--- src/sv/mmft_pkg.sv ---
// ----------------------------------------------------------------------------
// Multi-turn motor feedback tracker package
// Shared widths, reset values, unwrap limits, the fixed-point scaling
// constants and the transaction type passed from the state stage to the
// scaling pipeline.
// ----------------------------------------------------------------------------
package mmft_pkg;

	// Field widths.
	localparam int ID_W     = 11;
	localparam int ANGLE_W  = 16;
	localparam int TURN_W   = 18;
	localparam int TOTAL_W  = 32;
	localparam int SHAFT_W  = 31;
	localparam int SPEED_W  = 12;

	// Identifier of motor zero after reset.
	localparam logic [ID_W-1:0] BASE_ID_RESET = 11'd513;

	// Unwrap thresholds and saturation limits of the turn count.
	localparam logic signed [ANGLE_W:0]   HALF_TURN = 17'sd4096;
	localparam logic signed [TURN_W-1:0]  TURN_MAX  = 18'sh1ffff;
	localparam logic signed [TURN_W-1:0]  TURN_MIN  = 18'sh20000;

	// Shaft angle: q = |total| * 935 / 1596, split as total = 1596*h + r.
	// h uses a 2^-42 scaled reciprocal, exact for 31-bit magnitudes.
	localparam logic [31:0] SHAFT_RECIP = 32'd2755668241;
	localparam logic [10:0] SHAFT_DIV   = 11'd1596;
	localparam logic [9:0]  SHAFT_NUM   = 10'd935;
	// 935 * ceil(2^32 / 1596): gives floor(935*r/1596) exactly for r < 1596.
	localparam logic [31:0] SHAFT_FRAC  = 32'd2516162605;
	// 187 * ceil(2^35 / 3591): gives floor(|speed|*187/3591) exactly.
	localparam logic [30:0] SPEED_COEF  = 31'd1789270791;

	// One tracked frame after the state update.
	typedef struct packed {
		logic [1:0]                motor;
		logic signed [TOTAL_W-1:0] total;
		logic signed [15:0]        speed;
		logic signed [15:0]        torque;
		logic [7:0]                temp;
	} mmft_item_t;

endpackage

--- src/sv/mmft_state.sv ---
// ----------------------------------------------------------------------------
// Motor state stage
// Matches the frame identifier, reads the motor's entry from a synchronous
// state memory, unwraps the angle into a saturating turn count, forms the
// total angle and writes the entry back. The most recent write is forwarded
// to a read that was issued at the same clock edge.
// ----------------------------------------------------------------------------
module mmft_state
	import mmft_pkg::*;
#(
	parameter int MOTOR_COUNT = 4
) (
	input  logic                      clk,
	input  logic                      arst_n,
	input  logic [ID_W-1:0]           base_id,
	input  logic                      frame_valid,
	output logic                      frame_ready,
	input  logic [ID_W-1:0]           frame_id,
	input  logic [ANGLE_W-1:0]        angle_raw,
	input  logic signed [15:0]        speed_raw,
	input  logic signed [15:0]        torque_raw,
	input  logic [7:0]                temperature_raw,
	output logic                      item_valid,
	input  logic                      item_ready,
	output mmft_item_t                item
);

	localparam int IDX_W = (MOTOR_COUNT > 1) ? $clog2(MOTOR_COUNT) : 1;

	typedef struct packed {
		logic [ANGLE_W-1:0]       prev_angle;
		logic signed [TURN_W-1:0] turn_count;
		logic [ANGLE_W-1:0]       angle_offset;
	} entry_t;

	// State memory, registered read port, forwarding register.
	entry_t                 mem [MOTOR_COUNT];
	entry_t                 rd_q;
	entry_t                 fwd_q;
	logic [IDX_W-1:0]       fwd_idx_q;
	logic                   fwd_vld_q;
	logic [MOTOR_COUNT-1:0] taken_q;

	// Stage 1 registers.
	logic                   vld_s1;
	logic [IDX_W-1:0]       idx_s1;
	logic [ANGLE_W-1:0]     angle_s1;
	logic signed [15:0]     speed_s1;
	logic signed [15:0]     torque_s1;
	logic [7:0]             temp_s1;

	logic [ID_W:0]          rel;
	logic                   hit;
	logic [IDX_W-1:0]       rd_idx;
	logic                   accept;
	logic                   rd_en;
	logic                   wr_en;
	logic                   use_fwd;
	logic                   taken;
	entry_t                 cur;
	entry_t                 wr_data;
	logic signed [ANGLE_W:0] diff;
	logic signed [TURN_W-1:0] turn_next;
	logic signed [TOTAL_W-1:0] total;
	logic [IDX_W+1:0]       idx_ext;

	// Identifier match against base_id .. base_id+MOTOR_COUNT-1, no wrap.
	always_comb begin
		rel    = {1'b0, frame_id} - {1'b0, base_id};
		hit    = !rel[ID_W] && (rel[ID_W-1:0] < ID_W'(MOTOR_COUNT));
		rd_idx = rel[IDX_W-1:0];
	end

	assign frame_ready = !vld_s1 || item_ready;
	assign accept      = frame_valid && frame_ready;
	assign rd_en       = accept && hit;
	assign wr_en       = vld_s1 && item_ready;

	// Stage 1 control.
	always_ff @(posedge clk or negedge arst_n) begin
		if (!arst_n) begin
			vld_s1 <= 1'b0;
		end else if (frame_ready) begin
			vld_s1 <= frame_valid && hit;
		end
	end

	// Stage 1 payload.
	always_ff @(posedge clk) begin
		if (accept) begin
			idx_s1    <= rd_idx;
			angle_s1  <= angle_raw;
			speed_s1  <= speed_raw;
			torque_s1 <= torque_raw;
			temp_s1   <= temperature_raw;
		end
	end

	// State memory: one write port, one registered read port.
	always_ff @(posedge clk) begin
		if (wr_en) begin
			mem[idx_s1] <= wr_data;
		end
		if (rd_en) begin
			rd_q <= mem[rd_idx];
		end
	end

	// The forwarding register always holds the newest write of any entry.
	always_ff @(posedge clk) begin
		if (wr_en) begin
			fwd_q     <= wr_data;
			fwd_idx_q <= idx_s1;
		end
	end

	// Offset-captured flags double as entry valid bits.
	always_ff @(posedge clk or negedge arst_n) begin
		if (!arst_n) begin
			fwd_vld_q <= 1'b0;
			taken_q   <= '0;
		end else if (wr_en) begin
			fwd_vld_q       <= 1'b1;
			taken_q[idx_s1] <= 1'b1;
		end
	end

	// Read-modify-write of the entry.
	always_comb begin
		use_fwd = fwd_vld_q && (fwd_idx_q == idx_s1);
		taken   = taken_q[idx_s1];
		if (!taken) begin
			cur = '0;
		end else if (use_fwd) begin
			cur = fwd_q;
		end else begin
			cur = rd_q;
		end

		diff = signed'({1'b0, angle_s1}) - signed'({1'b0, cur.prev_angle});
		turn_next = cur.turn_count;
		if (diff > HALF_TURN) begin
			if (cur.turn_count != TURN_MIN) begin
				turn_next = cur.turn_count - 18'sd1;
			end
		end else if (diff < -HALF_TURN) begin
			if (cur.turn_count != TURN_MAX) begin
				turn_next = cur.turn_count + 18'sd1;
			end
		end

		total = signed'({turn_next[TURN_W-1], turn_next, 13'b0})
			+ signed'({16'b0, angle_s1}) - signed'({16'b0, cur.angle_offset});

		wr_data.prev_angle = angle_s1;
		if (taken) begin
			wr_data.turn_count   = turn_next;
			wr_data.angle_offset = cur.angle_offset;
		end else begin
			wr_data.turn_count   = '0;
			wr_data.angle_offset = angle_s1;
		end

		idx_ext     = (IDX_W+2)'(idx_s1);
		item.motor  = idx_ext[1:0];
		item.total  = total;
		item.speed  = speed_s1;
		item.torque = torque_s1;
		item.temp   = temp_s1;
	end

	assign item_valid = vld_s1;

	// A write marks its entry as captured.
	a_write_sets_taken: assert property (@(posedge clk) disable iff (!arst_n)
		wr_en |=> taken_q[$past(idx_s1)])
		else $error("write did not set the captured flag");

	// Captured flags never clear outside reset.
	a_taken_sticky: assert property (@(posedge clk) disable iff (!arst_n)
		1'b1 |=> (($past(taken_q) & ~taken_q) == '0))
		else $error("captured flag cleared");

	// A stalled frame keeps its motor index.
	a_stall_holds: assert property (@(posedge clk) disable iff (!arst_n)
		(vld_s1 && !item_ready) |=> (vld_s1 && $stable(idx_s1)))
		else $error("stalled frame changed");

endmodule

--- src/sv/mmft_scale.sv ---
// ----------------------------------------------------------------------------
// Scaling pipeline
// Converts the total angle into output-shaft degrees in Q8 and the rotor
// speed into shaft speed, both truncated toward zero, using constant
// reciprocal multiplies. Each stage holds its transaction under backpressure.
// ----------------------------------------------------------------------------
module mmft_scale
	import mmft_pkg::*;
(
	input  logic                      clk,
	input  logic                      arst_n,
	input  logic                      item_valid,
	output logic                      item_ready,
	input  mmft_item_t                item,
	output logic                      result_valid,
	input  logic                      result_ready,
	output logic [1:0]                motor_index,
	output logic signed [TOTAL_W-1:0] total_angle,
	output logic signed [SHAFT_W-1:0] shaft_angle_q8,
	output logic signed [SPEED_W-1:0] shaft_speed,
	output logic signed [15:0]        torque_echo,
	output logic [7:0]                temperature_echo
);

	logic       vld_s2, vld_s3, vld_s4, vld_s5, vld_q;
	logic       adv2, adv3, adv4, adv5, adv_out;
	mmft_item_t item_s2, item_s3, item_s4, item_s5;

	logic [30:0] u_s3, u_s4;
	logic        tneg_s3, tneg_s4, tneg_s5;
	logic [15:0] sabs_s3;
	logic        sneg_s3, sneg_s4, sneg_s5;
	logic [20:0] h_s4;
	logic [10:0] spq_s4, spq_s5;
	logic [10:0] r_s5;
	logic [30:0] hx_s5;

	logic [TOTAL_W-1:0] tmag;
	logic [15:0]        smag;
	logic [62:0]        prod1;
	logic [46:0]        prod3;
	logic [30:0]        rem;
	logic [42:0]        prod2;
	logic [30:0]        q;

	// Backpressure chain.
	assign adv_out    = !vld_q || result_ready;
	assign adv5       = !vld_s5 || adv_out;
	assign adv4       = !vld_s4 || adv5;
	assign adv3       = !vld_s3 || adv4;
	assign adv2       = !vld_s2 || adv3;
	assign item_ready = adv2;

	// Stage valids.
	always_ff @(posedge clk or negedge arst_n) begin
		if (!arst_n) begin
			vld_s2 <= 1'b0;
			vld_s3 <= 1'b0;
			vld_s4 <= 1'b0;
			vld_s5 <= 1'b0;
			vld_q  <= 1'b0;
		end else begin
			if (adv2) begin
				vld_s2 <= item_valid;
			end
			if (adv3) begin
				vld_s3 <= vld_s2;
			end
			if (adv4) begin
				vld_s4 <= vld_s3;
			end
			if (adv5) begin
				vld_s5 <= vld_s4;
			end
			if (adv_out) begin
				vld_q <= vld_s5;
			end
		end
	end

	// Datapath arithmetic between the stages.
	always_comb begin
		tmag  = item_s2.total[TOTAL_W-1] ? (TOTAL_W'(0) - item_s2.total) : item_s2.total;
		smag  = item_s2.speed[15] ? (16'd0 - item_s2.speed) : item_s2.speed;
		prod1 = 63'(u_s3) * 63'(SHAFT_RECIP);
		prod3 = 47'(sabs_s3) * 47'(SPEED_COEF);
		rem   = u_s4 - 31'(h_s4) * 31'(SHAFT_DIV);
		prod2 = 43'(r_s5) * 43'(SHAFT_FRAC);
		q     = hx_s5 + 31'(prod2[41:32]);
	end

	// Stage 2: input register.
	always_ff @(posedge clk) begin
		if (adv2 && item_valid) begin
			item_s2 <= item;
		end
	end

	// Stage 3: magnitudes and signs.
	always_ff @(posedge clk) begin
		if (adv3 && vld_s2) begin
			item_s3 <= item_s2;
			u_s3    <= tmag[30:0];
			tneg_s3 <= item_s2.total[TOTAL_W-1];
			sabs_s3 <= smag;
			sneg_s3 <= item_s2.speed[15];
		end
	end

	// Stage 4: reciprocal multiplies.
	always_ff @(posedge clk) begin
		if (adv4 && vld_s3) begin
			item_s4 <= item_s3;
			u_s4    <= u_s3;
			h_s4    <= prod1[62:42];
			tneg_s4 <= tneg_s3;
			spq_s4  <= prod3[45:35];
			sneg_s4 <= sneg_s3;
		end
	end

	// Stage 5: remainder and whole-part product.
	always_ff @(posedge clk) begin
		if (adv5 && vld_s4) begin
			item_s5 <= item_s4;
			r_s5    <= rem[10:0];
			hx_s5   <= 31'(h_s4) * 31'(SHAFT_NUM);
			tneg_s5 <= tneg_s4;
			spq_s5  <= spq_s4;
			sneg_s5 <= sneg_s4;
		end
	end

	// Output register.
	always_ff @(posedge clk) begin
		if (adv_out && vld_s5) begin
			motor_index      <= item_s5.motor;
			total_angle      <= item_s5.total;
			shaft_angle_q8   <= tneg_s5 ? (31'd0 - q) : q;
			shaft_speed      <= sneg_s5 ? (12'd0 - 12'(spq_s5)) : 12'(spq_s5);
			torque_echo      <= item_s5.torque;
			temperature_echo <= item_s5.temp;
		end
	end

	assign result_valid = vld_q;

	// Geared speed stays within the range a 16-bit rpm word allows.
	a_speed_range: assert property (@(posedge clk) disable iff (!arst_n)
		vld_q |-> ((shaft_speed <= 12'sd1707) && (shaft_speed >= -12'sd1707)))
		else $error("shaft speed out of range");

	// A negative shaft angle only comes from a negative total angle.
	a_shaft_sign: assert property (@(posedge clk) disable iff (!arst_n)
		vld_q |-> !(shaft_angle_q8[SHAFT_W-1] && !total_angle[TOTAL_W-1]))
		else $error("shaft angle sign disagrees with total angle");

endmodule

--- src/sv/multiturn_motor_feedback_tracker.sv ---
// ----------------------------------------------------------------------------
// Multi-turn motor feedback tracker
// Unwraps decoded motor feedback frames into per-motor turn counts and
// reports total angle, output-shaft angle and shaft speed.
// ----------------------------------------------------------------------------
// A frame passes the state stage, scaling stages 2 to 5 and the output register.
// Throughput: one frame per cycle unless result_ready stalls; the state memory
// read-modify-write with forwarding of the last write lets the same motor repeat back to back.
// Frames outside the motor identifier range are accepted and give no result.
// Reset clears all offset-captured flags and sets base_id to 513.
// ----------------------------------------------------------------------------
module multiturn_motor_feedback_tracker
	import mmft_pkg::*;
#(
	parameter int MOTOR_COUNT = 4
) (
	input  logic                      clk,
	input  logic                      arst_n,
	input  logic                      cfg_we,
	input  logic [ID_W-1:0]           cfg_wdata,
	input  logic                      frame_valid,
	output logic                      frame_ready,
	input  logic [ID_W-1:0]           frame_id,
	input  logic [ANGLE_W-1:0]        angle_raw,
	input  logic signed [15:0]        speed_raw,
	input  logic signed [15:0]        torque_raw,
	input  logic [7:0]                temperature_raw,
	output logic                      result_valid,
	input  logic                      result_ready,
	output logic [1:0]                motor_index,
	output logic signed [TOTAL_W-1:0] total_angle,
	output logic signed [SHAFT_W-1:0] shaft_angle_q8,
	output logic signed [SPEED_W-1:0] shaft_speed,
	output logic signed [15:0]        torque_echo,
	output logic [7:0]                temperature_echo
);

	logic [ID_W-1:0] base_id_q;
	logic            item_valid;
	logic            item_ready;
	mmft_item_t      item;

	// Base identifier register.
	always_ff @(posedge clk or negedge arst_n) begin
		if (!arst_n) begin
			base_id_q <= BASE_ID_RESET;
		end else if (cfg_we) begin
			base_id_q <= cfg_wdata;
		end
	end

	// Per-motor state and angle unwrap.
	mmft_state #(
		.MOTOR_COUNT(MOTOR_COUNT)
	) u_state (
		.clk            (clk),
		.arst_n         (arst_n),
		.base_id        (base_id_q),
		.frame_valid    (frame_valid),
		.frame_ready    (frame_ready),
		.frame_id       (frame_id),
		.angle_raw      (angle_raw),
		.speed_raw      (speed_raw),
		.torque_raw     (torque_raw),
		.temperature_raw(temperature_raw),
		.item_valid     (item_valid),
		.item_ready     (item_ready),
		.item           (item)
	);

	// Shaft angle and speed scaling.
	mmft_scale u_scale (
		.clk             (clk),
		.arst_n          (arst_n),
		.item_valid      (item_valid),
		.item_ready      (item_ready),
		.item            (item),
		.result_valid    (result_valid),
		.result_ready    (result_ready),
		.motor_index     (motor_index),
		.total_angle     (total_angle),
		.shaft_angle_q8  (shaft_angle_q8),
		.shaft_speed     (shaft_speed),
		.torque_echo     (torque_echo),
		.temperature_echo(temperature_echo)
	);

endmodule
--- config.mk ---
export PLATFORM = sky130hd
export DESIGN_NAME = multiturn_motor_feedback_tracker
export DESIGN_NICKNAME = d
export VERILOG_FILES = /design/src/sv/mmft_pkg.sv /design/src/sv/mmft_state.sv /design/src/sv/mmft_scale.sv /design/src/sv/multiturn_motor_feedback_tracker.sv
export SDC_FILE = /design/constraint.sdc
export NUM_CORES = 2
export LEC_CHECK = 0
export ABC_AREA = 1
export BUFFER_PORTS_ARGS = -buffer_cell sky130_fd_sc_hd__buf_2
export CORE_MARGIN = 5
export CORE_UTILIZATION = 36
export CTS_CLUSTER_SIZE = 28
export DETAILED_ROUTE_END_ITERATION = 7
export GPL_TIMING_DRIVEN = 1
export PLACE_DENSITY = 0.53
export SYNTH_ARGS = -nofsm -noshare
export SYNTH_HDL_FRONTEND = slang
export SYNTH_SLANG_ARGS = --single-unit
--- constraint.sdc ---
create_clock -name clk -period 12.4 [get_ports clk]
set_input_delay 0 -clock clk [delete_from_list [all_inputs] [get_ports clk]]
set_output_delay 0 -clock clk [all_outputs]
set_load 0.05 [all_outputs]
==> impl_metrics.yaml <==
status:
  outcome: "finished, final reports clean"
clocking:
  cts_tree: "yes"
  htree_num_levels: 3
  clk_pin_slew_ns: 0.06
  cts_num_sinks: 872
  clk_latency_ns: 0.75
  post_cts_resized: 0
  cts_buffers: 100
  clockBufferDepth: 3
  clockRootBuffer: "clkbuf_16"
grt:
  grt_max_degree: 85
  grt_overflow: 0
  grt_pass1_vias: 47300
  grt_usage: 0.178
  grt_pass1_wl_um: 268000
  antenna_found_initial: 1
synthesis:
  ys_async_sr_fraction: 0.0252
  synth.yosys.warnings: 0
  ys_top_cells_by_count: "inv_1, nand2_1, edfxtp_1"
  yosysSeqAreaShare: 0.398
  synth_area_leaders: "edfxtp_1, ha_1, fa_1, inv_1, nand2_1"
  synth_cell_types: 63
  synth_seq_cells: 872
  syn_area_per_cell_um2: 10.3
  yosysMostFrequentCell: "inv_1"
  synth_nets: 7781
  syn_inst: 6382
  synth_area_mm2: 0.0655
  synth_edf_count: 850
  yosysTopAreaCellShare: 0.390
  synth_ff_type: "edfxtp_1"
  yosysTopAreaCell: "edfxtp_1"
floorplanning:
  std_cell_rows: 156
  fp.dieArea_mm2: 0.191
  die-width_um: 437
  dieHeight_um: 437
  pin_count: 186
  core_mm2: 0.181
  start_util: 0.362
sta:
  tightest_slew_ns: 1.07
  grt_setup_unrepaired: "no"
  setup_viol: 0
  fin_ws_ns: 4.24
  fin_skew_ns: 0.0656
  slew_viol_final: 0
  fmax_mhz: 123
  fin_crit_ns: 8.16
  max-slew-margin-rel: 0.284
  finalCritPeriodShare: 0.658
  tns_ns: 0
  hold_slack_ns: 0.0825
  hold_viol: 0
setup_path:
  r2r_slack_ns: 4.24
  rr_worst_depth: 38
  crit_type: "flip-flop to flip-flop"
  worstReg2RegEnd: "u_scale.shaft_angle_q8[29]"
  critPathLaunchType: "flip-flop"
  crit_top_cell: "nand2_1"
  arrival_ns: 8.64
  cpMaxStageDelayCell: "fa_1"
  cp.required_ns: 12.88
  crit_path_end_kind: "flip-flop"
  max_stage_delay_ns: 0.74
  rr_startpoint: "u_scale.r_s5[9]"
  path_max_fanout: 11
route:
  drc_errors: 0
  drtAntennaViolNets: 0
  drt_wl_total_um: 169000
  detail_route.first_pass.iterations: 7
  drt_iter0_markers: 2286
  num_vias: 44600
  wl_per_cell_um: 18.3
  viasPerCell: 4.83
placement:
  port_buffers: 185
  dp_slack_ns: 4.19
  hpwl_um: 132000
  gp_congestion: 0.922
cells_and_area:
  multiInputGateArea_mm2: 0.0347
  diodes: 0
  final_util: 0.412
  area_delta_synth_final_pct: 13.7
  regArea_mm2: 0.0261
  drive_gt1_frac: 0.0691
  nNetsFinal: 8191
  fillerInstances: 17500
worst_hold_path:
  hp-class: "input port to flip-flop"
  whs_path_depth: 5
  min_to: "u_scale.result_valid"
  worstHoldStart: "result_ready"
power:
  p_per_area_mw_per_mm2: 112
  vdd_drop_max_v: 0.000107
  leakage_nw: 33.4
  power.total_mw: 8.31
job:
  max_cap_viol_count: 0
-- report_power, final --
part | total, mW | internal, mW | switching [mW]
clock | 3.12 | 1.85 | 1.28
combinational | 1.79 | 0.611 | 1.18
sequential | 3.39 | 3.37 | 0.0238
-- layer usage --
metal,up-vias,wire [um],track usage
met1,21600,73100,0.225
met5,-,0,0
met4,0,5260,0.0526
met3,235,5810,0.0214
li1,22000,-,-
met2,783,84700,0.320
-- layout make-up --
class | count | share of cell area
multi-input cells | 4260 | 0.466
flip-flops and latches | 872 | 0.350
inverters | 1184 | 0.0598
well taps | 2370 | 0.0398
repair buffers | 374 | 0.0370
clock buffers | 114 | 0.0346
clock inverters | 72 | 0.0124
-- through the flow --
stage / cell area (um2) / instances
2_1_floorplan: 65500 / 6382
3_3_place_gp: 69400 / 8896
3_5_place_dp: 69400 / 8896
4_1_cts: 74500 / 9246
5_1_grt: 74500 / 9246
6_report: 74500 / 9246
-- worst max-delay path: cells and delay by family, from the launching register on --
family | cells | cell delay [ns]
XOR/XNOR | 1 | 0.18
adder cells (fa/ha/maj) | 8 | 3.81
AND/OR/NAND/NOR | 16 | 2.19
AO/OA/AOI/OAI | 4 | 0.57
buffers and inverters | 9 | 0.63
flip-flops | 1 | 0.57
-- cell usage in the layout (no fill, tap or decap), types with 10 or more instances in the layout --
cell type and instances:
inv_2 12, bufinv_16 16, o21ai_0 324, buf_4 25, o21a_1 16, ha_1 828, o21ai_1 13, nand4_1 48
nand3_1 185, xor2_1 164, clkinv_1 19, o22ai_1 51, nor2_4 10, nand3_2 12, a21o_1 20, nor3_1 56
o211ai_1 10, dfrtp_1 20, nand2_1 919, edfxtp_1 850, a21oi_1 277, clkbuf_16 101, xnor2_1 63, nand2_2 24
nor2_2 21, nor4_1 20, a31oi_1 34, nand3b_1 12, clkbuf_1 13, fa_1 486, o21bai_1 16, buf_2 185
inv_1 1167, dlygate4sd3_1 164, clkinv_2 14, nor2_1 573
-- registers in the layout (all words and copies together) (netlist names), 11 cells and up --
| signal | cells |
|---|---|
| u_state.fwd_q | 50 |
| u_state.speed_s1 | 16 |
| u_scale.torque_echo | 16 |
| u_scale.shaft_angle_q8 | 31 |
| u_scale.u_s3 | 31 |
| u_state.mem | 200 |
| u_scale.sabs_s3 | 16 |
| u_scale.total_angle | 32 |
| u_scale.item_s3 | 56 |
| u_scale.r_s5 | 11 |
| u_scale.u_s4 | 11 |
| u_scale.shaft_speed | 12 |
| u_scale.item_s4 | 56 |
| base_id_q | 11 |
| u_state.torque_s1 | 16 |
| u_scale.hx_s5 | 31 |
| u_scale.spq_s5 | 11 |
| u_state.angle_s1 | 16 |
| u_scale.h_s4 | 21 |
| u_scale.spq_s4 | 11 |
| u_scale.item_s2 | 74 |
| u_state.rd_q | 50 |
| u_scale.item_s5 | 56 |
-- cells by family (layout without fill, tap and decap cells) --
logic type	count (synthesis)	in the layout	share of synthesized area
AO/OA/AOI/OAI	802	802	0.0676
multiplexers	1	1	0.000172
buffers and inverters	1250	1744	0.0728
flip-flops	872	872	0.398
adder cells (fa/ha/maj)	1316	1316	0.307
AND/OR/NAND/NOR	1914	1914	0.124
XOR/XNOR	227	227	0.0303
-- what timing repair did --
item | 4_1_cts | 5_1_grt
hold buffers | 164 | 0
setup buffers | 0 | 0
endpoints found under the hold margin | 98 | 0
-- how the worst max path moves through the flow --
| stage | from | to | depth (start not counted) |
|---|---|---|---|
| CTS | u_scale.r_s5[9] | u_scale.shaft_angle_q8[25] | 37 |
| global route | u_scale.r_s5[9] | u_scale.shaft_angle_q8[27] | 38 |
| finish | u_scale.r_s5[9] | u_scale.shaft_angle_q8[29] | 38 |
| detailed placement | u_scale.r_s5[9] | u_scale.shaft_angle_q8[29] | 38 |
| floorplan | u_scale.result_valid | u_state.mem[0][0] | 11 |
| global placement | u_scale.r_s5[9] | u_scale.shaft_angle_q8[27] | 38 |
No activity file was read; power rests on OpenSTA's default activity.
